===== src/agt_pkg.sv =====
// Shared types and constants for the anagram group table.
// No dependencies.
`timescale 1ns / 1ps
package agt_pkg;
   localparam int NBINS = 26;
   localparam int BIN_W = 6;
   localparam int KEY_W = NBINS * BIN_W;

   typedef logic [KEY_W-1:0] key_type;

   typedef enum logic [2:0] {
      ST_OK         = 3'd0,
      ST_NOT_FOUND  = 3'd1,
      ST_TABLE_FULL = 3'd2,
      ST_GROUP_FULL = 3'd3,
      ST_TOO_LONG   = 3'd4
   } status_type;

   // one finished word handed from front to back
   typedef struct packed {
      logic    mode;
      logic    too_long;
      logic [15:0] tag;
      key_type key;
   } word_type;
endpackage


===== src/agt_queue.sv =====
// Small word FIFO between front end and back end.
// Depends on agt_pkg.
`timescale 1ns / 1ps
module agt_queue (
   input  logic              clock,
   input  logic              reset,
   input  logic              push,
   input  agt_pkg::word_type push_word,
   output logic              full,
   input  logic              pop,
   output logic              not_empty,
   output agt_pkg::word_type head
);
   import agt_pkg::*;
   localparam int DEPTH = 4;
   word_type    slot_ff [DEPTH];
   logic [1:0]  wr_ff, rd_ff;
   logic [2:0]  cnt_ff;

   assign full = cnt_ff == 3'(DEPTH);
   assign not_empty = cnt_ff != 3'd0;
   assign head = slot_ff[rd_ff];

   always_ff @(posedge clock) begin
      if (push) slot_ff[wr_ff] <= push_word;
      if (reset) begin
         wr_ff <= '0;
         rd_ff <= '0;
         cnt_ff <= '0;
      end else begin
         if (push) wr_ff <= wr_ff + 1'b1;
         if (pop) rd_ff <= rd_ff + 1'b1;
         cnt_ff <= cnt_ff + 3'(push) - 3'(pop);
      end
   end
endmodule


===== config.mk =====
export PLATFORM = sky130hd
export DESIGN_NAME = agt_queue
export DESIGN_NICKNAME = d
export VERILOG_FILES = /design/src/agt_pkg.sv /design/src/agt_queue.sv
export SDC_FILE = /design/constraint.sdc
export NUM_CORES = 1
export LEC_CHECK = 0
export BUFFER_PORTS_ARGS = -buffer_cell sky130_fd_sc_hd__buf_2
export CAP_MARGIN = 25
export CORE_ASPECT_RATIO = 0.8
export CORE_MARGIN = 3
export CORE_UTILIZATION = 55
export CTS_BUF_LIST = sky130_fd_sc_hd__clkbuf_8
export DETAILED_ROUTE_END_ITERATION = 7
export GPL_TIMING_DRIVEN = 0
export PLACE_DENSITY = 0.77
export REMOVE_ABC_BUFFERS = 1
export SYNTH_ARGS = -nofsm -noshare
export SYNTH_HDL_FRONTEND = slang
export SYNTH_SLANG_ARGS = --single-unit

===== constraint.sdc =====
create_clock -name clock -period 7.45 [get_ports clock]
set_clock_uncertainty 0.15 [all_clocks]
set_input_delay 0.3725 -clock clock [delete_from_list [all_inputs] [get_ports clock]]
set_output_delay 0.3725 -clock clock [all_outputs]
set_load 0.01 [all_outputs]

Word-level counts from Yosys, hierarchy flattened --
Memory sizes are Yosys's and may differ from the RTL's. A register that Yosys moved wholly into a read port is not among the register bits. Cells that the tools add are included.
Storage, ports and cells: register bits after elaboration 7, RAM bits 696, bits of input ports 178, logic and storage cells 14, memories kept 1
Memories:
- slot_ff | words 4, width 174, read ports 1, clocked after Yosys merged registers in 1, wr ports 1, line agt_queue.sv:16 | word_type slot_ff [DEPTH];
Cells by class: add/subtract/negate cells 4, equality and inequality tests 1, mux-type cells 4, reductions and logical operators 1
Operators with widths (number):
- $add 2x1->2 const B | 2
- $mux 2 | 2
- $add 3x1->3 | 1
- $eq 3x3->1 const B | 1
- $reduce_bool 3->1 | 1
- $sub 3x1->3 | 1
- $mux 1 | 2

Depth between registers and ports, before layout --
Gate-level depths: netlist of the first run.
depth in word-level cells 3, depth in mapped cells 7, gate-level depth less buffers 7

Worst setup path after synthesis of the first run --
Ideal clock, no wire load.
path type flip-flop to flip-flop, start point reg wr_ff[0], end point mem slot_ff[0][0] in the netlist's numbering, enable pin, library setup time 0.554 ns, data arrival time 4.510 ns, data required time 6.746 ns, path slack 2.236 ns, stages on the path, launching flop included 4, path buffers 0, period minus slack after synthesis 5.214 ns, path through dfxtp_1 -> inv_1 -> ha_1 -> and2_1
RTL lines:
- start: declaration | line agt_queue.sv:17 | logic [1:0] wr_ff, rd_ff;
- start signal: assignment | line agt_queue.sv:31 | if (push) wr_ff <= wr_ff + 1'b1;
- end: declaration | line agt_queue.sv:16
No word-level cell before the write port.

==> run metrics, run 1 <==
Slowest cell on crit path dfxtp_4; syn_area_per_cell around 27 sq um; crit-path cells buf_16 > buf_16 > mux4_2 > buf_2; most common cell in the synthesized netlist edfxtp_1; Post-synth EDFFs about 700; worst hold margin 314 ps; ys async rst share 0; Worst path depth 4; Crit Path Max Fanout 41; WL per Instance around 23 microns; RSZ-0062 raised after global routing no; leak pwr roughly 11 nW; critical path arrival approximately 3000 ps; Remaining DRCs 0; Min Clock Period, post-route ~3600 ps; GPL Wtd Cong around 0.70; hold crit path type in2reg; Crit path buffers/inverters 3; post-synth top area share 0.813; CTS sink cnt 705; Critical Path Start Type flop; Worst path top cell family by delay flip-flops; crit path kind reg2out; IO Pins between 300 and 400; Fmax between 0.2 and 0.3 GHz; CP required 6930 ps; antenna violations before repair 5; H-tree depth 3; Max Cap Viol 0; worst reg2reg setup slack between 5000 and 6000 ps; full die area 49400 sq um; synthesized area ~26000 sq um; Antenna Violating Nets Remaining 0; Non-Filler Instances approximately 2300; Fin. Hold Viols 0; Nets approximately 1800; status finished, final reports clean; first-pass GRT wire length 77700 microns; Power Dens Cells between 200 and 300 nW/um^2; Post-synth top cells edfxtp_1 (696), mux4_2 (174), buf_2 (16), buf_12 (11), dfxtp_1 (9); grt ovf 0; r2r endpoint slot_ff[2][32]; clock buffer count from CTS 103; overall power between 8 and 9 mW; Root Driver clkbuf_8; synthesized instance count about 950; die boundary width around 250 microns; Initial DRC Count roughly 920; post-DP HPWL 28500 microns; Critical Path Sink Type output pin; relative slew slack 0.363; routed vias/inst approximately 5.5; Placement Cell Area between 20000 and 30000 sq um; Netlist cell types 23; DRT Pass-1 Iters 5; Worst R2R Start wr_ff[0]; Final Cell Area 31900 sq um; dominant synthesized flop cell edfxtp_1; Synth area leader edfxtp_1; largest cells by area after synthesis edfxtp_1 (81%), mux4_2 (15%), buf_12 (0.86%), dfxtp_1 (0.70%), buf_8 (0.41%); vias in the first global route around 14000; DR vias about 12000; Crit path top cell by count buf_16; FILL cells around 2700; gr usage total 0.211; Synth Warn # 0; Yosys reg bits ~710; final worst-path cycle share 0.484; post-synthesis sequential area ratio 0.820; Critical Path End head[96]; final worst slack about 3800 ps; CTS tree built; CTS Buffer Depth 3; area grow syn2layout 24.1%; hold path startpoint push_word[129]; endpoints failing setup 0; Clock Pin Slew Worst Setup and Hold Paths roughly 60 ps; Buffers on Ports about 350; pre-CTS setup slack ~4500 ps; clk_lat worst skew 650 ps; Max Transition Viols Final 0; drt total wl ~50000 microns; Initial Util 0.560; Least-Margin Pin Slew around 960 ps; Core ar. 45900 sq um; Placed Cells 1895; largest net degree at the start of global routing a little over 60; share of cells above drive strength 1 0.411; maximum vdd drop between 0.2 and 0.25 mV; Slowest Stage Delay on Critical Path 960 ps; die outline height between 150 and 200 microns; Worst R2R Path Depth 5; FP Rows 70
==> power breakdown <==
part	leakage [nW]	total (mW)	internal, mW	switching, mW
clock network	1.07	2.73	1.37	1.37
registers	6.47	4.63	4.56	0.0678
logic	3.43	0.897	0.448	0.450
total	11.0	8.26	6.37	1.89
==> layout by cell type, fill, tap and decap left out <==
cell,instances
a21bo_2,1
a21oi_1,1
and2_4,4
and3_1,1
buf_12,3
buf_16,15
buf_2,353
bufinv_16,1
clkbuf_8,108
clkinv_1,20
clkinv_2,10
clkinvlp_4,2
dfxtp_1,7
dfxtp_4,2
diode_2,5
dlygate4sd3_1,178
edfxtp_1,696
fa_1,1
ha_1,6
inv_1,44
inv_6,1
mux2i_1,1
mux4_2,174
nand3b_1,1
nor2_1,5
nor2b_1,2
or3_1,1
xnor2_1,2
xor3_1,1
==> through the flow <==
| step | util | TNS (ps) |
|---|---|---|
| 2_1_floorplan | - | -173100 |
| 4_1_cts | 0.694 | 0 |
| 5_1_grt | 0.695 | 0 |
| 3_3_place_gp | 0.606 | -1280540 |
| 3_5_place_dp | 0.616 | 0 |
| 6_report | 0.695 | 0 |
==> routing by layer <==
layer | vias to the layer above | global-route usage | part of all wire
met2 | 509 | 0.347 | 0.51
met3 | 102 | 0.0695 | 0.087
met1 | 6385 | 0.265 | 0.37
li1 | 5380 | - | -
met5 | - | 0 | 0.00045
met4 | 4 | 0.0773 | 0.027
==> sequential cells by signal (all words and copies together), names as in the netlist, named ones only <==
name     flops
cnt_ff       3
rd_ff        2
slot_ff    696
wr_ff        2
==> repair_timing <==
| item | 4_1_cts | 5_1_grt |
|---|---|---|
| hold endpoints to repair | 705 | 0 |
| resized for setup | 0 | 0 |
| hold buffers | 178 | 0 |
| setup buffers | 0 | 0 |
==> area by class of cell <==
class,count,area [sq um],share of cell area
clock buffers,108,1490,0.0466
clock inverters,72,322,0.0101
well taps,612,766,0.0240
diodes,5,12.5,0.000392
flip-flops and latches,705,21100,0.661
multi-input cells,201,4170,0.131
inverters,6,22.5,0.000706
repair buffers,549,4020,0.126
==> worst min-delay path by stage <==
stage / end / slack (ps) / cells after the start
after floorplan: cnt_ff[0] / 290 / 1
after global placement: flop / 360 / 2
after detailed placement: flop / 380 / 2
after CTS: slot_ff[3][126] / 220 / 2
after global routing: slot_ff[0][0] / 260 / 2
final: slot_ff[3][129] / 310 / 2
==> logic make-up (layout without fill, tap and decap cells) <==
group / after synthesis / in the layout / share of synthesized area
AO/OA/AOI/OAI: 2 / 2 / 0.000584
other: 0 / 5 / 0
multiplexers: 175 / 175 / 0.153
buffers and inverters: 45 / 735 / 0.0178
flip-flops: 705 / 705 / 0.820
adder cells (fa/ha/maj): 7 / 7 / 0.00370
XOR/XNOR: 3 / 3 / 0.00161
AND/OR/NAND/NOR: 14 / 14 / 0.00297
Power figures use the tool's default switching activity.
==> inputs of run 2 (changes only) <==
==> constraint.sdc (replaced) <==
create_clock -name clock -period 3.4 [get_ports clock]
set_clock_uncertainty 0.15 [all_clocks]
set_input_delay 0.17 -clock clock [delete_from_list [all_inputs] [get_ports clock]]
set_output_delay 0.17 -clock clock [all_outputs]
set_load 0.01 [all_outputs]
==> run metrics, run 2 (same netlist as run 1, synthesis figures left out) <==
CTS Buffer Depth 3 (unchanged); CTS sink cnt 705 (unchanged); CTS tree built (unchanged); DRT Pass-1 Iters 5 (unchanged); biggest registers after layout slot_ff (696), cnt_ff (3) (unchanged); Crit path buffers/inverters 3 (unchanged); Initial DRC Count 883 (was 921); overall power 18.1 mW (was 8.26 mW); Worst path top cell family by delay buffers and inverters (was flip-flops); largest net degree at the start of global routing 61 (unchanged); Fmax about 0.33 GHz; Biggest register slot_ff (unchanged); Max Cap Viol 0 (unchanged); IO Pins 354 (unchanged); drt total wl 51700 microns (was 51100 microns); commonest cells after routing, fill and taps aside edfxtp_1 (696), buf_2 (353), dlygate4sd3_1 (179), mux4_2 (174), clkbuf_8 (108) (was edfxtp_1 (696), buf_2 (353), dlygate4sd3_1 (178), mux4_2 (174), clkbuf_8 (108)); post_cts resized 0 (unchanged); full die area 49400 sq um (unchanged); grt ovf 0 (unchanged); Remaining DRCs 0 (unchanged); post-DP HPWL 28500 microns (unchanged); routed vias/inst 5.48 (about the same); crit-path cells buf_16 > buf_16 > mux4_2 > buf_2 (unchanged); Largest register FFs 696 (unchanged); Least-Margin Pin Slew 958 ps (was 956 ps); antenna violations before repair 5 (unchanged); Critical Path Sink Type output pin (unchanged); Placement Cell Area 28300 sq um (unchanged); Crit path top cell by count buf_16 (unchanged); GPL Wtd Cong 0.695 (unchanged); gr usage total 0.212 (was 0.211); critical path arrival 2670 ps (was 3080 ps); CP required 3080 ps (was 6930 ps); post-layout util 0.696 (was 0.695); Root Driver clkbuf_8 (unchanged); vias in the first global route 13605 (was 13580); Nets 1754 (was 1751); crit path kind reg2out (unchanged); Min Clock Period, post-route 2990 ps; FILL cells 2662 (was 2669); Critical Path Start Type flop (unchanged); Antenna Violating Nets Remaining 0 (unchanged); clock buffer count from CTS 103 (unchanged); FP Rows 70 (unchanged); die outline height 199 microns (unchanged); Power Dens Cells 568 nW/um^2 (was 259 nW/um^2); Fin. Hold Viols 0 (unchanged); commonest non-fill, non-tap cell in the layout edfxtp_1 (unchanged); final worst-path cycle share 0.880; Slowest cell on crit path dfxtp_4 (unchanged); maximum vdd drop 0.488 mV (was 0.222 mV); Slowest Stage Delay on Critical Path 590 ps (was 960 ps); status finished, final reports clean (unchanged); Max Transition Viols Final 0 (unchanged); endpoints failing setup 0 (unchanged); Buffers on Ports 353 (unchanged); area grow syn2layout 24.3% (was 24.1%); H-tree depth 3 (unchanged); Core ar. 45900 sq um (unchanged); DR vias 12397 (was 12380); RSZ-0062 raised after global routing no (unchanged); WL per Instance 22.9 microns (was 22.7 microns); share of cells above drive strength 1 0.411 (about the same); leak pwr 11.0 nW (about the same); relative slew slack 0.361 (was 0.363); worst hold margin 107 ps (was 314 ps); clk_lat worst skew 650 ps (about the same); hold crit path type in2reg (unchanged); die boundary width 248 microns (unchanged); first-pass GRT wire length 78100 microns (was 77700 microns); Initial Util 0.560 (unchanged); Final Cell Area 31900 sq um (about the same); Clock Pin Slew Worst Setup and Hold Paths 70 ps (was 60 ps); Crit Path Max Fanout 40 (was 41)
run 2: cell types whose count changed in the layout (fill, tap and decap cells not counted), sizes merged:
cell / previous run / this run
buf: 371 / 373
dlygate4sd3: 178 / 179
run 2: area by class of cell:
| cell class | instances | area, sq um | share of cell area |
|---|---|---|---|
| clock buffer | 108 | 1490 | 0.0465 |
| tap | 612 | 766 | 0.0240 |
| timing repair buffer | 552 | 4070 | 0.127 |
| inverter | 6 | 22.5 | 0.000705 |
| antenna | 5 | 12.5 | 0.000392 |
| clock inverter | 72 | 322 | 0.0101 |
| multi-input combinational | 201 | 4170 | 0.130 |
| sequential | 705 | 21100 | 0.660 |
run 2: worst paths after layout:
check / slack, ps / startpoint / end / cells past startpoint
worst max-delay path: 410 / flop / head[96] / 4
worst min register to register: 390 / rd_ff[0] / flop / 2
worst max register to register: 1060 / cnt_ff[0] / cnt_ff[1] / 7
worst min-delay path: 110 / push_word[84] / slot_ff[1][84] / 2
run 2: report_power, final:
part | internal, mW | leakage (nW) | switching (mW)
combinational | 0.998 | 3.45 | 1.01
sequential | 9.99 | 6.47 | 0.131
clock | 2.99 | 1.07 | 2.99
total | 14.0 | 11.0 | 4.14
run 2: repair_timing:
item / in CTS / in global routing
pin swaps: 0 / 0
hold buffers: 179 / 0
setup buffers: 1 / 1
endpoints found under the setup margin: 71 / 3
endpoints found under the hold margin: 751 / 0
run 2: routing by layer:
| metal | wire [microns] | GRT usage | up-vias | part of all wire |
|---|---|---|---|---|
| met2 | 26300 | 0.349 | 462 | 0.51 |
| met3 | 4330 | 0.0695 | 99 | 0.084 |
| met5 | 23 | 0 | - | 0.00044 |
| met4 | 1320 | 0.0773 | 4 | 0.026 |
| met1 | 19700 | 0.268 | 6447 | 0.38 |
| li1 | - | - | 5385 | - |
run 2: per-stage QoR:
step	TNS [ps]	cells	worst slack [ps]
5_1_grt	0	2259	187
4_1_cts	0	2255	94.2
3_5_place_dp	0	1895	611
2_1_floorplan	-2098530	912	-4840
6_report	0	2261	408
3_3_place_gp	-4766720	1877	-8240
