**config.mk**
```make
export PLATFORM = sky130hd
export DESIGN_NAME = agt_front
export DESIGN_NICKNAME = d
export VERILOG_FILES = /design/src/agt_pkg.sv /design/src/agt_front.sv
export SDC_FILE = /design/constraint.sdc
export NUM_CORES = 1
export LEC_CHECK = 0
export ABC_CLOCK_PERIOD_IN_PS = 3500
export BUFFER_PORTS_ARGS = -buffer_cell sky130_fd_sc_hd__buf_2
export CAP_MARGIN = 20
export CORE_ASPECT_RATIO = 0.8
export CORE_MARGIN = 2
export CORE_UTILIZATION = 50
export CTS_CLUSTER_SIZE = 28
export DETAILED_ROUTE_END_ITERATION = 7
export GPL_TIMING_DRIVEN = 1
export HOLD_SLACK_MARGIN = 0.12
export MAX_ROUTING_LAYER = met4
export PLACE_DENSITY = 0.84
export SYNTH_ARGS = -nofsm -noshare
export SYNTH_HDL_FRONTEND = slang
export SYNTH_SLANG_ARGS = --single-unit
```
**constraint.sdc**
```tcl
create_clock -name clock -period 3.5 [get_ports clock]
set_input_delay 0.35 -clock clock [delete_from_list [all_inputs] [get_ports clock]]
set_output_delay 0.35 -clock clock [all_outputs]
set_load 0.01 [all_outputs]
```
**src/agt_pkg.sv**
```systemverilog
// Shared types and constants for the anagram group table.
// No dependencies.
`timescale 1ns / 1ps
package agt_pkg;
   localparam int NBINS = 26;
   localparam int BIN_W = 6;
   localparam int KEY_W = NBINS * BIN_W;

   typedef logic [KEY_W-1:0] key_type;

   typedef enum logic [2:0] {
      ST_OK         = 3'd0,
      ST_NOT_FOUND  = 3'd1,
      ST_TABLE_FULL = 3'd2,
      ST_GROUP_FULL = 3'd3,
      ST_TOO_LONG   = 3'd4
   } status_type;

   // one finished word handed from front to back
   typedef struct packed {
      logic    mode;
      logic    too_long;
      logic [15:0] tag;
      key_type key;
   } word_type;
endpackage

```
**src/agt_front.sv**
```systemverilog
// Front end: accumulates letters into the key histogram and pushes finished words.
// Depends on agt_pkg.
`timescale 1ns / 1ps
module agt_front #(
   parameter int MAX_WORD = 50
) (
   input  logic              clock,
   input  logic              reset,
   input  logic              req_valid,
   output logic              req_stall,
   input  logic              req_mode,
   input  logic [4:0]        req_letter,
   input  logic              req_word_end,
   input  logic [15:0]       req_word_tag,
   output logic              push,
   output agt_pkg::word_type push_word,
   input  logic              q_full
);
   import agt_pkg::*;
   localparam int LEN_W = $clog2(MAX_WORD + 2);

   logic [BIN_W-1:0] counts_ff [NBINS];
   logic [BIN_W-1:0] counts_in [NBINS];
   logic [LEN_W-1:0] len_ff, len_in;
   logic acc;

   assign req_stall = q_full;
   assign acc = req_valid && !q_full;

   always_comb begin
      for (int i = 0; i < NBINS; i++) counts_in[i] = counts_ff[i];
      len_in = len_ff;
      if (req_letter < 5'(NBINS) && len_ff <= LEN_W'(MAX_WORD)) begin
         len_in = len_ff + 1'b1;
         if (len_in <= LEN_W'(MAX_WORD))
            counts_in[req_letter] = counts_ff[req_letter] + 1'b1;
      end
   end

   always_comb begin
      push_word.mode = req_mode;
      push_word.too_long = len_in > LEN_W'(MAX_WORD);
      push_word.tag = req_word_tag;
      for (int i = 0; i < NBINS; i++) push_word.key[i*BIN_W +: BIN_W] = counts_in[i];
   end
   assign push = acc && req_word_end;

   always_ff @(posedge clock) begin
      if (reset) begin
         len_ff <= '0;
         for (int i = 0; i < NBINS; i++) counts_ff[i] <= '0;
      end else if (acc) begin
         if (req_word_end) begin
            len_ff <= '0;
            for (int i = 0; i < NBINS; i++) counts_ff[i] <= '0;
         end else begin
            len_ff <= len_in;
            for (int i = 0; i < NBINS; i++) counts_ff[i] <= counts_in[i];
         end
      end
   end
endmodule

```
# Word-level counts from Yosys, hierarchy flattened
# Memory sizes are Yosys's and may differ from the RTL's.
# Cells that the tools add are included.
[word_totals]
ff_bits = 6
ram_bits = 156
in_bits = 27
out_inout_bits = 176
memories = 1
[mem_list]
columns = ["memory", "words", "word_bits", "rd", "rd_clocked_by_memory_dff", "wr", "line", "text"]
rows = [
  ["counts_ff", 26, 6, 27, 0, 26, "agt_front.sv:22", "logic [BIN_W-1:0] counts_ff [NBINS];"],
]
[op_classes]
add_sub_neg = 2
order_cmp = 6
muxes = 69
bitwise = 53
reduce_logical = 5
[op_table]
columns = ["cell", "count"]
rows = [
  ["6-bit 2-to-1 mux", 55],
  ["156-bit 2-to-1 mux", 2],
  ["156-bit bitwise mux", 1],
  ["1-bit OR", 52],
  ["6-bit demux with 5-bit select", 1],
  ["6-bit by 1-bit adder with 6-bit output, second input constant", 2],
  ["6-bit less-or-equal comparator, second input constant", 2],
  ["1-bit 2-to-1 mux", 10],
  ["6-bit greater-or-equal comparator, second input constant", 1],
  ["6-bit > comparator, second input constant", 1],
  ["6-bit by 1-bit less-than comparator with 1-bit output, second input constant", 1],
  ["5-bit inverter with 6-bit output", 1],
  ["5-bit less-than comparator, second input constant", 1],
  ["1-bit logical AND", 4],
  ["1-bit logical NOT", 1],
]

# Depth between registers and ports, before layout
# Gate-level depths: netlist of run 1.
[logic_depth]
word_depth = 9
mapped_depth = 17

# Worst setup path before layout of run 1
# OpenSTA, ideal clock, no wires.
[synth_timing]
path_type = "in2out"
start = "in req_letter[1]"
end = "out push_word[4] (netlist bit)"
t_arrival_ps = 3139
required_ps = 3150
setup_slack_ps = 11
stages = 15
n_path_buf = 7
cell_sequence = "buf_4 > buf_4 > buf_4 > mux2i_1 > a221oi_1 > a21oi_1 > o211ai_1 > buf_4 > clkbuf_1 > ha_1 > and4_1 > buf_2 > buf_2 > nor2_1 > o31ai_1"
[synth_rtl]
columns = ["element", "line", "text"]
rows = [
  ["start: declaration", "agt_front.sv:12", "input logic [4:0] req_letter,"],
  ["end: declaration", "agt_front.sv:16", "output agt_pkg::word_type push_word,"],
]

==> flow_summary_export.csv, run 1 <==
group,metric,value,unit
setup_path,crit_slowest_cell,"mux4_2",
route,wl,38600,um
die,die_w,171,um
synthesis,syn-num-nets,1177,
placement,gp_congestion,0.981,
route,remaining_drc_errors,0,
setup_path,crit_chain,"mux4_2 > o211ai_1 > o211ai_1 > buf_4 > and3_2 > buf_4 > o31ai_1 > buf_2",
sta,finalSetupViolCount,1,
power_and_ir_drop,ir_drop,357,uV
sta,worstMarginPinSlew,0.940,ns
die,die_h,137,um
run_status,status,"complete, but fails checks",
global_route,grt_pass1_vias,9585,
sta,slew_viol_final,0,
route,drtIter0Drc,1793,
setup_path,cp.arrival,3.16,ns
sta,skew,0.0116,ns
setup_path,critical-path-max-stage-delay,0.50,ns
cells_and_area,n_fill_cell,1747,
die,start_util,51.2,%
synthesis,yosysWarnings,0,
placement,placed_area,12400,um^2
placement,dp_cells,1562,
synthesis,synth_edf_count,150,
die,core_area,21700,um^2
sta,holdWs,0.165,ns
setup_path,startpoint,"counts_ff[4][0]",
clock_network,cts-root-buf,"clkbuf_16",
setup_path,critPathRequiredTime,3.15,ns
die,rows,48,
sta,slew_headroom,37.3,%
sta,final.period_utilization,100,%
clock_network,cts_hold_buf,0,
setup_path,start_kind,"register",
route,avgViaCountPerCell,6.56,
cells_and_area,multi_input_area,5780,um^2
global_route,grt_antenna_before_repair,1,
clock_network,cts_tree,"built",
die,ioPinCount,203,
sta,finalSetupTns,-0.00548,ns
clock_network,insertion_delay,0.45,ns
synthesis,yosysSeqAreaShare,42.8,%
synthesis,synth-seq-cells,162,
cells_and_area,fin_area,13300,um^2
route,wire_per_inst,23.9,um
placement,numPortBuffers,168,
synthesis,ys.flop_type,"edfxtp_1",
clock_network,clk_pin_slew,0.07,ns
cells_and_area,nets,1333,
synthesis,syn_inst,1146,
flow_run,maxCapViolCount,0,
global_route,grt_pass1_wl,56600,um
route,antenna_left,0,
power_and_ir_drop,finalPower,0.00544,W
cells_and_area,drive_above_1_share,31.7,%
clock_network,clock_sinks,162,
placement,dp_hpwl,26100,um
cells_and_area,syn2layout_area_growth,20.3,%
run_status,violations,"negative setup slack",
setup_path,cp_max_fo,4,
min_path,whs_path_depth,2,
power_and_ir_drop,cellLeakagePower,5.53,nW
sta,rsz0062_at_grt,"yes",
sta,hold_viol,0,
min_path,hold_path.class,"in2reg",
synthesis,avgSynthCellArea,9.68,um^2
power_and_ir_drop,powerDensity,407,nW/um^2
die,dieArea,23400,um^2
cells_and_area,stdcell_count,1616,
setup_path,r2r_cells,8,
sta,period_minus_slack,3.51,ns
synthesis,synth_cell_types,67,
clock_network,cts_made_buffers,17,
clock_network,cts_max_level,4,
sta,fmax,0.285,GHz
global_route,grt_overflow_total,0,
min_path,min-delay-start,"reset",
route,routed-via-count,10600,
setup_path,endpoint_kind,"output pin",
global_route,grt_usage,33.3,%
synthesis,synthArstFlopShare,0,%
cells_and_area,register_area,4740,um^2
global_route,grt_max_degree,114,
sta,setup_ws,-0.00548,ns
setup_path,reg2reg_from,"counts_ff[4][0]",
synthesis,syn-cell-area,11100,um^2
setup_path,crit_type,"reg2out",
clock_network,clockBufferDepth,2,
route,dr.pass1.iters,6,
==> what timing repair did <==
item / in CTS / in global routing
gates cloned: 0 / 1
gates resized for setup: 9 / 37
endpoints found under the setup margin: 35 / 71
pin swaps: 0 / 13
buffers inserted: 6 / 14
==> worst max-delay path, delay by kind of cell (launching register included) <==
kind	cells	cell delay, ns
DFF	1	0.39
buffers and inverters	3	0.60
muxes	1	0.50
and+or+nand+nor	1	0.28
AOI/OAI and AO/OA	3	0.94
==> cell type report <==
class / instances / area share [%]
timing repair buffer: 268 / 13.3
clock buffer: 18 / 3.22
multi-input combinational: 847 / 43.3
antenna: 1 / 0.0188
inverter: 6 / 0.178
clock inverter: 14 / 1.59
sequential: 162 / 35.6
tap: 300 / 2.81
==> metal layers <==
metal	vias to the layer above	routed length (um)	global-route usage [%]
li1	4590	-	-
met5	-	0	-
met4	0	1420	12.4
met2	882	16600	46.9
met3	125	5820	9.94
met1	4999	14700	45.4
==> cell usage in the layout, fill, tap and decap left out, drive strengths merged, types with 40 or more instances in the layout <==
cell	n
nor2	43
nand2	175
nand3	74
buf	268
a21oi	44
edfxtp	150
and2	81
mux2i	40
o21ai	77
mux2	41
==> cells in the mapped netlist, types with 9 or more instances <==
cell      number  share of area (%)
clkbuf_1      71                2.4
buf_2         20               0.90
edfxtp_1     150                 41
nor2_1        41                1.4
nand2_1      175                5.9
o31ai_1       29                2.0
mux4_2        22                4.5
mux2_2        41                4.2
or3_1         23                1.3
o21ai_0       73                3.3
a21oi_1       44                2.0
nor4_1        19                1.1
buf_4         26                1.8
o41ai_1       21                1.7
nor3_1        19               0.86
dfxtp_1       12                2.2
o21bai_1      15                1.0
nand3_1       74                3.3
buf_6         10                1.0
a22oi_1        9               0.61
a31oi_1       17               0.96
mux2i_1       40                3.6
and2_1        81                4.6
==> path summary, 6_finish.rpt <==
path	slack, ns	end
worst min-delay path	0.17	counts_ff[0][1]
worst min register to register	0.49	counts_ff[0][1]
worst max register to register	0.63	counts_ff[13][5]
worst max-delay path	-0.005	push_word[33]
==> cell families after synthesis <==
logic type      after synthesis  share of synthesized area (%)
simple gates                487                           22.1
compound gates              244                           14.6
flops                       162                           42.8
buf+inv                     138                           6.46
mux                         107                           13.2
xor+xnor                      4                          0.384
fa+ha+maj                     4                          0.451
==> power by group <==
| group | leakage, nW | switching [W] | internal [W] | total (W) |
|---|---|---|---|---|
| logic | 3.52 | 0.000652 | 0.000379 | 0.00103 |
| clock network | 0.315 | 0.000896 | 0.00122 | 0.00212 |
| registers | 1.70 | 0.0000692 | 0.00222 | 0.00229 |
==> state kept, by name, indices dropped and copies added, names as in the netlist <==
name	count
counts_ff	156
len_ff	6
==> through the flow <==
stage               utilization [%]  setup slack (ns)
finish                         61.5          -0.00548
global route                   61.5           -0.0485
CTS                            60.5           0.00392
detailed placement             57.2           -0.0880
global placement               57.2           -0.0905
floorplan                         -            0.0113
Note: power is estimated with default switching activity, not from simulation.
==> inputs of run 2 (changes only) <==
PLACE_DENSITY = 0.73   (was 0.84)
SKIP_CTS_REPAIR_TIMING = 1   (was not set)
==> flow_summary_export.csv, run 2 (synthesis gave the netlist of run 1 again) <==
group,metric,value,unit
run_status,status,"complete, but fails checks",
run_status,violations,"negative setup slack",
sta,setup_ws,-0.0365,ns
placement,dp_hpwl,25800,um
cells_and_area,final_common_cell,"nand2_1",
clock_network,cts_max_level,4,
setup_path,start_kind,"register",
route,routed-via-count,10800,
global_route,grt_pass1_wl,54700,um
clock_network,cts-root-buf,"clkbuf_16",
die,die_h,137,um
placement,placed_area,12500,um^2
clock_network,cts_made_buffers,17,
die,ioPinCount,203,
sta,skew,0.0102,ns
clock_network,insertion_delay,0.44,ns
route,wire_per_inst,23.9,um
die,core_area,21700,um^2
die,dieArea,23400,um^2
route,dr.pass1.iters,6,
global_route,grt_usage,32.2,%
sta,rsz0062_at_grt,"yes",
sta,hold_viol,0,
global_route,grt_antenna_before_repair,2,
sta,final.period_utilization,101,%
setup_path,critPathRequiredTime,3.15,ns
die,start_util,51.2,%
cells_and_area,largest_register_ffs,156,
cells_and_area,mostFrequentLayoutCells,"170 x nand2_1, 153 x buf_2, 150 x edfxtp_1",
route,drtIter0Drc,1707,
global_route,grt_max_degree,114,
setup_path,cp_max_fo,13,
route,avgViaCountPerCell,6.55,
cells_and_area,syn2layout_area_growth,27.5,%
clock_network,clk_pin_slew,0.07,ns
sta,period_minus_slack,3.54,ns
cells_and_area,largestRegisters,"counts_ff x156, len_ff x6",
placement,numPortBuffers,168,
cells_and_area,drive_above_1_share,36.5,%
global_route,grt_pass1_vias,9287,
route,antenna_left,0,
die,rows,48,
global_route,grt_overflow_total,0,
setup_path,crit_type,"reg2out",
sta,slew_viol_final,0,
sta,fmax,0.283,GHz
die,die_w,171,um
setup_path,endpoint_kind,"output pin",
sta,finalSetupViolCount,14,
sta,holdWs,0.178,ns
cells_and_area,nets,1360,
power_and_ir_drop,cellLeakagePower,5.80,nW
route,wl,39400,um
power_and_ir_drop,ir_drop,355,uV
clock_network,clock_sinks,162,
clock_network,cts_tree,"built",
cells_and_area,top_register,"counts_ff",
placement,gp_congestion,0.950,
clock_network,clockBufferDepth,2,
route,remaining_drc_errors,0,
power_and_ir_drop,powerDensity,385,nW/um^2
sta,worstMarginPinSlew,0.927,ns
min_path,hold_path.class,"in2reg",
cells_and_area,fin_area,14100,um^2
setup_path,cp.arrival,3.19,ns
sta,slew_headroom,38.2,%
flow_run,maxCapViolCount,0,
run 2: cell count changes in the layout (fill, tap and decap cells not counted), moves of 5 or more:
cell,delta
buf_2,-13
buf_4,+7
buf_6,+19
clkbuf_16,+5
mux2_2,-7
mux2_4,+7
o21bai_1,-9
o21bai_4,+5
o31ai_1,-14
o31ai_2,+6
o31ai_4,+8
or3_1,-8
or3_4,+8
run 2: path summary, 6_finish.rpt:
check / startpoint / to / slack [ns] / cells past startpoint
max reg2reg: counts_ff[7][3] / counts_ff[5][5] / 0.46 / 8
min reg2reg: counts_ff[0][4] / counts_ff[0][4] / 0.49 / 1
max: counts_ff[7][3] / push_word[149] / -0.04 / 8
min: reset / counts_ff[0][1] / 0.18 / 2
run 2: final cells by class:
class	instances	area, um^2
diodes	2	5.00
clock buffers	17	425
clock inverters	15	168
fillers	1683	7540
inverters	6	23.8
multi-input cells	849	6190
flip-flops and latches	162	4740
well taps	300	375
repair buffers	293	2210
run 2: routing by layer:
| layer | vias to the layer above | wire [um] | GRT usage [%] | part of all wire (%) |
|---|---|---|---|---|
| li1 | 4656 | - | - | - |
| met1 | 5136 | 15700 | 45.6 | 40 |
| met2 | 838 | 17100 | 46.5 | 43 |
| met3 | 138 | 5170 | 7.27 | 13 |
| met4 | 0 | 1450 | 9.50 | 3.7 |
| met5 | - | 0 | - | 0 |
run 2: power breakdown:
group          internal, W  total [W]  switching (W)
Sequential         0.00222    0.00228      0.0000667
Clock              0.00107    0.00196       0.000890
Combinational     0.000482    0.00120       0.000714
Total              0.00377    0.00544        0.00167
run 2: stage by stage:
stage | setup TNS [ns] | std cells | power [W] | utilization [%] | setup WS (ns)
3_5_place_dp | -0.0170 | 1574 | 0.00331 | 57.8 | -0.0170
4_1_cts | -1.56 | 1606 | 0.00523 | 60.5 | -0.117
6_report | -0.248 | 1644 | 0.00544 | 65.2 | -0.0365
2_1_floorplan | 0 | 1146 | 0.00289 | - | 0.0113
3_3_place_gp | 0 | 1574 | 0.00330 | 57.8 | 0.0395
5_1_grt | -1.27 | 1644 | 0.00557 | 65.2 | -0.111
run 2: worst max-delay path, stage by stage, from the launching register on:
cell and delay, ns:
edfxtp_1 0.43, mux4_2 0.53, a32o_2 0.29, o41a_1 0.49
buf_4 0.19, and3_4 0.25, nor3_2 0.25, or3_1 0.19
buf_2 0.14
==> inputs of run 3 (changes only) <==
CORE_UTILIZATION = 55   (was 50)
PLACE_DENSITY = 0.79   (was 0.73)
==> flow_summary_export.csv, run 3 (synthesis gave the netlist of run 1 again) <==
group,metric,value,unit
run_status,status,"completed",
sta,fmax,0.288,GHz
sta,slew_headroom,35.9,%
cells_and_area,n_fill_cell,1524,
min_path,min-delay-start,"reset",
setup_path,critPathRequiredTime,3.15,ns
setup_path,r2r_cells,9,
global_route,grt_antenna_before_repair,0,
global_route,grt_usage,35.3,%
cells_and_area,mostFrequentLayoutCells,"172 x nand2_1, 168 x buf_2, 150 x edfxtp_1",
cells_and_area,largest_register_ffs,156,
min_path,hold_path.class,"in2reg",
power_and_ir_drop,p_int,0.00367,W
die,die_w,163,um
clock_network,insertion_delay,0.44,ns
cells_and_area,nets,1336,
flow_run,maxCapViolCount,0,
setup_path,reg2reg_from,"len_ff[0]",
sta,final.period_utilization,99.1,%
clock_network,cts_tree,"built",
power_and_ir_drop,p_clk_share,37.1,%
sta,slew_viol_final,0,
global_route,grt_pass1_vias,9384,
cells_and_area,top_register,"counts_ff",
clock_network,clock_sinks,162,
sta,hold_viol,0,
setup_path,endpoint_kind,"output pin",
global_route,grt_max_degree,68,
clock_network,clockBufferDepth,2,
cells_and_area,drive_above_1_share,31.9,%
power_and_ir_drop,swShare,30.4,%
placement,dp_hpwl,25900,um
cells_and_area,largestRegisters,"counts_ff x156, len_ff x6",
setup_path,reg2reg_to,"counts_ff[16][1]",
clock_network,cts_max_level,4,
die,rows,46,
route,avgViaCountPerCell,6.62,
clock_network,cts-root-buf,"clkbuf_16",
power_and_ir_drop,seq_power_share,43.3,%
route,dr.pass1.iters,8,
sta,rsz0062_at_grt,"yes",
die,die_h,131,um
setup_path,start_kind,"register",
route,wl,37400,um
power_and_ir_drop,cellLeakagePower,5.51,nW
die,core_area,19800,um^2
route,routed-via-count,10500,
route,antenna_left,0,
min_path,whs_path_depth,2,
power_and_ir_drop,combPwrFrac,19.5,%
die,dieArea,21300,um^2
route,wire_per_inst,23.6,um
sta,worstMarginPinSlew,0.959,ns
route,remaining_drc_errors,0,
power_and_ir_drop,ir_drop,248,uV
cells_and_area,syn2layout_area_growth,19.8,%
min_path,whs_endpoint,"counts_ff[0][0]",
sta,finalSetupViolCount,0,
setup_path,cp.arrival,3.12,ns
cells_and_area,final_common_cell,"nand2_1",
power_and_ir_drop,switching_power,0.00160,W
placement,numPortBuffers,168,
cells_and_area,fin_util,67.1,%
sta,finalSetupTns,0,ns
setup_path,cp_max_fo,14,
route,drtIter0Drc,1732,
setup_path,crit_type,"reg2out",
die,ioPinCount,203,
global_route,grt_pass1_wl,54700,um
placement,gp_congestion,0.972,
sta,period_minus_slack,3.47,ns
clock_network,clk_pin_slew,0.07,ns
die,start_util,56.0,%
power_and_ir_drop,powerDensity,396,nW/um^2
setup_path,reg2reg_slack,0.64,ns
sta,skew,0.0105,ns
clock_network,cts_made_buffers,17,
global_route,grt_overflow_total,0,
==> run 3: routing by layer <==
metal | vias to the layer above | GRT usage, % | wire, um
met5 | - | - | 0
met4 | 0 | 11.4 | 1190
met3 | 104 | 9.38 | 5320
met2 | 863 | 51.4 | 16300
met1 | 4911 | 48.4 | 14600
li1 | 4594 | - | -
==> run 3: power by group through the flow <==
stage	clock, W	combinational (W)	sequential, W
CTS	0.00195	0.000967	0.00228
detailed placement	0	0.000962	0.00232
finish	0.00196	0.00103	0.00228
global route	0.00202	0.00108	0.00229
global placement	0	0.000948	0.00232
floorplan	0	0.000597	0.00229
==> run 3: final cells by class <==
cell class / count / area (um^2) / area share [%]
flip-flops and latches: 162 / 4740 / 35.7
multi-input cells: 848 / 5820 / 43.8
repair buffers: 270 / 1780 / 13.4
inverters: 6 / 23.8 / 0.179
well taps: 264 / 330 / 2.49
diodes: 1 / 2.50 / 0.0188
clock inverters: 15 / 168 / 1.26
clock buffers: 17 / 425 / 3.20
==> run 3: worst max-delay path by stage <==
stage                     start              to  slack [ns]
2_1_floorplan     req_letter[1]    push_word[4]        0.01
3_5_place_dp      req_letter[0]   push_word[53]        0.06
4_1_cts         counts_ff[6][3]  push_word[118]       -0.08
3_3_place_gp      req_letter[0]   push_word[53]        0.08
6_report       counts_ff[23][3]   push_word[71]        0.03
5_1_grt               len_ff[0]   push_word[72]       -0.04
==> run 3: critical path, stage by stage, from the launching register on <==
cell	delay [ns]
edfxtp_1	0.45
mux4_2	0.53
nand3_1	0.12
a21oi_2	0.07
o41a_1	0.47
and3_4	0.25
buf_12	0.16
or3_1	0.39
nand3_2	0.11
buf_2	0.13
==> run 3: stage by stage <==
stage | hold WS (ns) | power (W) | cell area [um^2] | cells | setup WS [ns]
floorplan | 0.419 | 0.00289 | 11100 | 1146 | 0.0113
global placement | 0.477 | 0.00326 | 12400 | 1538 | 0.0791
detailed placement | 0.477 | 0.00328 | 12400 | 1538 | 0.0572
CTS | 0.163 | 0.00520 | 13000 | 1570 | -0.0781
global route | 0.176 | 0.00540 | 13300 | 1582 | -0.0449
finish | 0.173 | 0.00526 | 13300 | 1583 | 0.0327
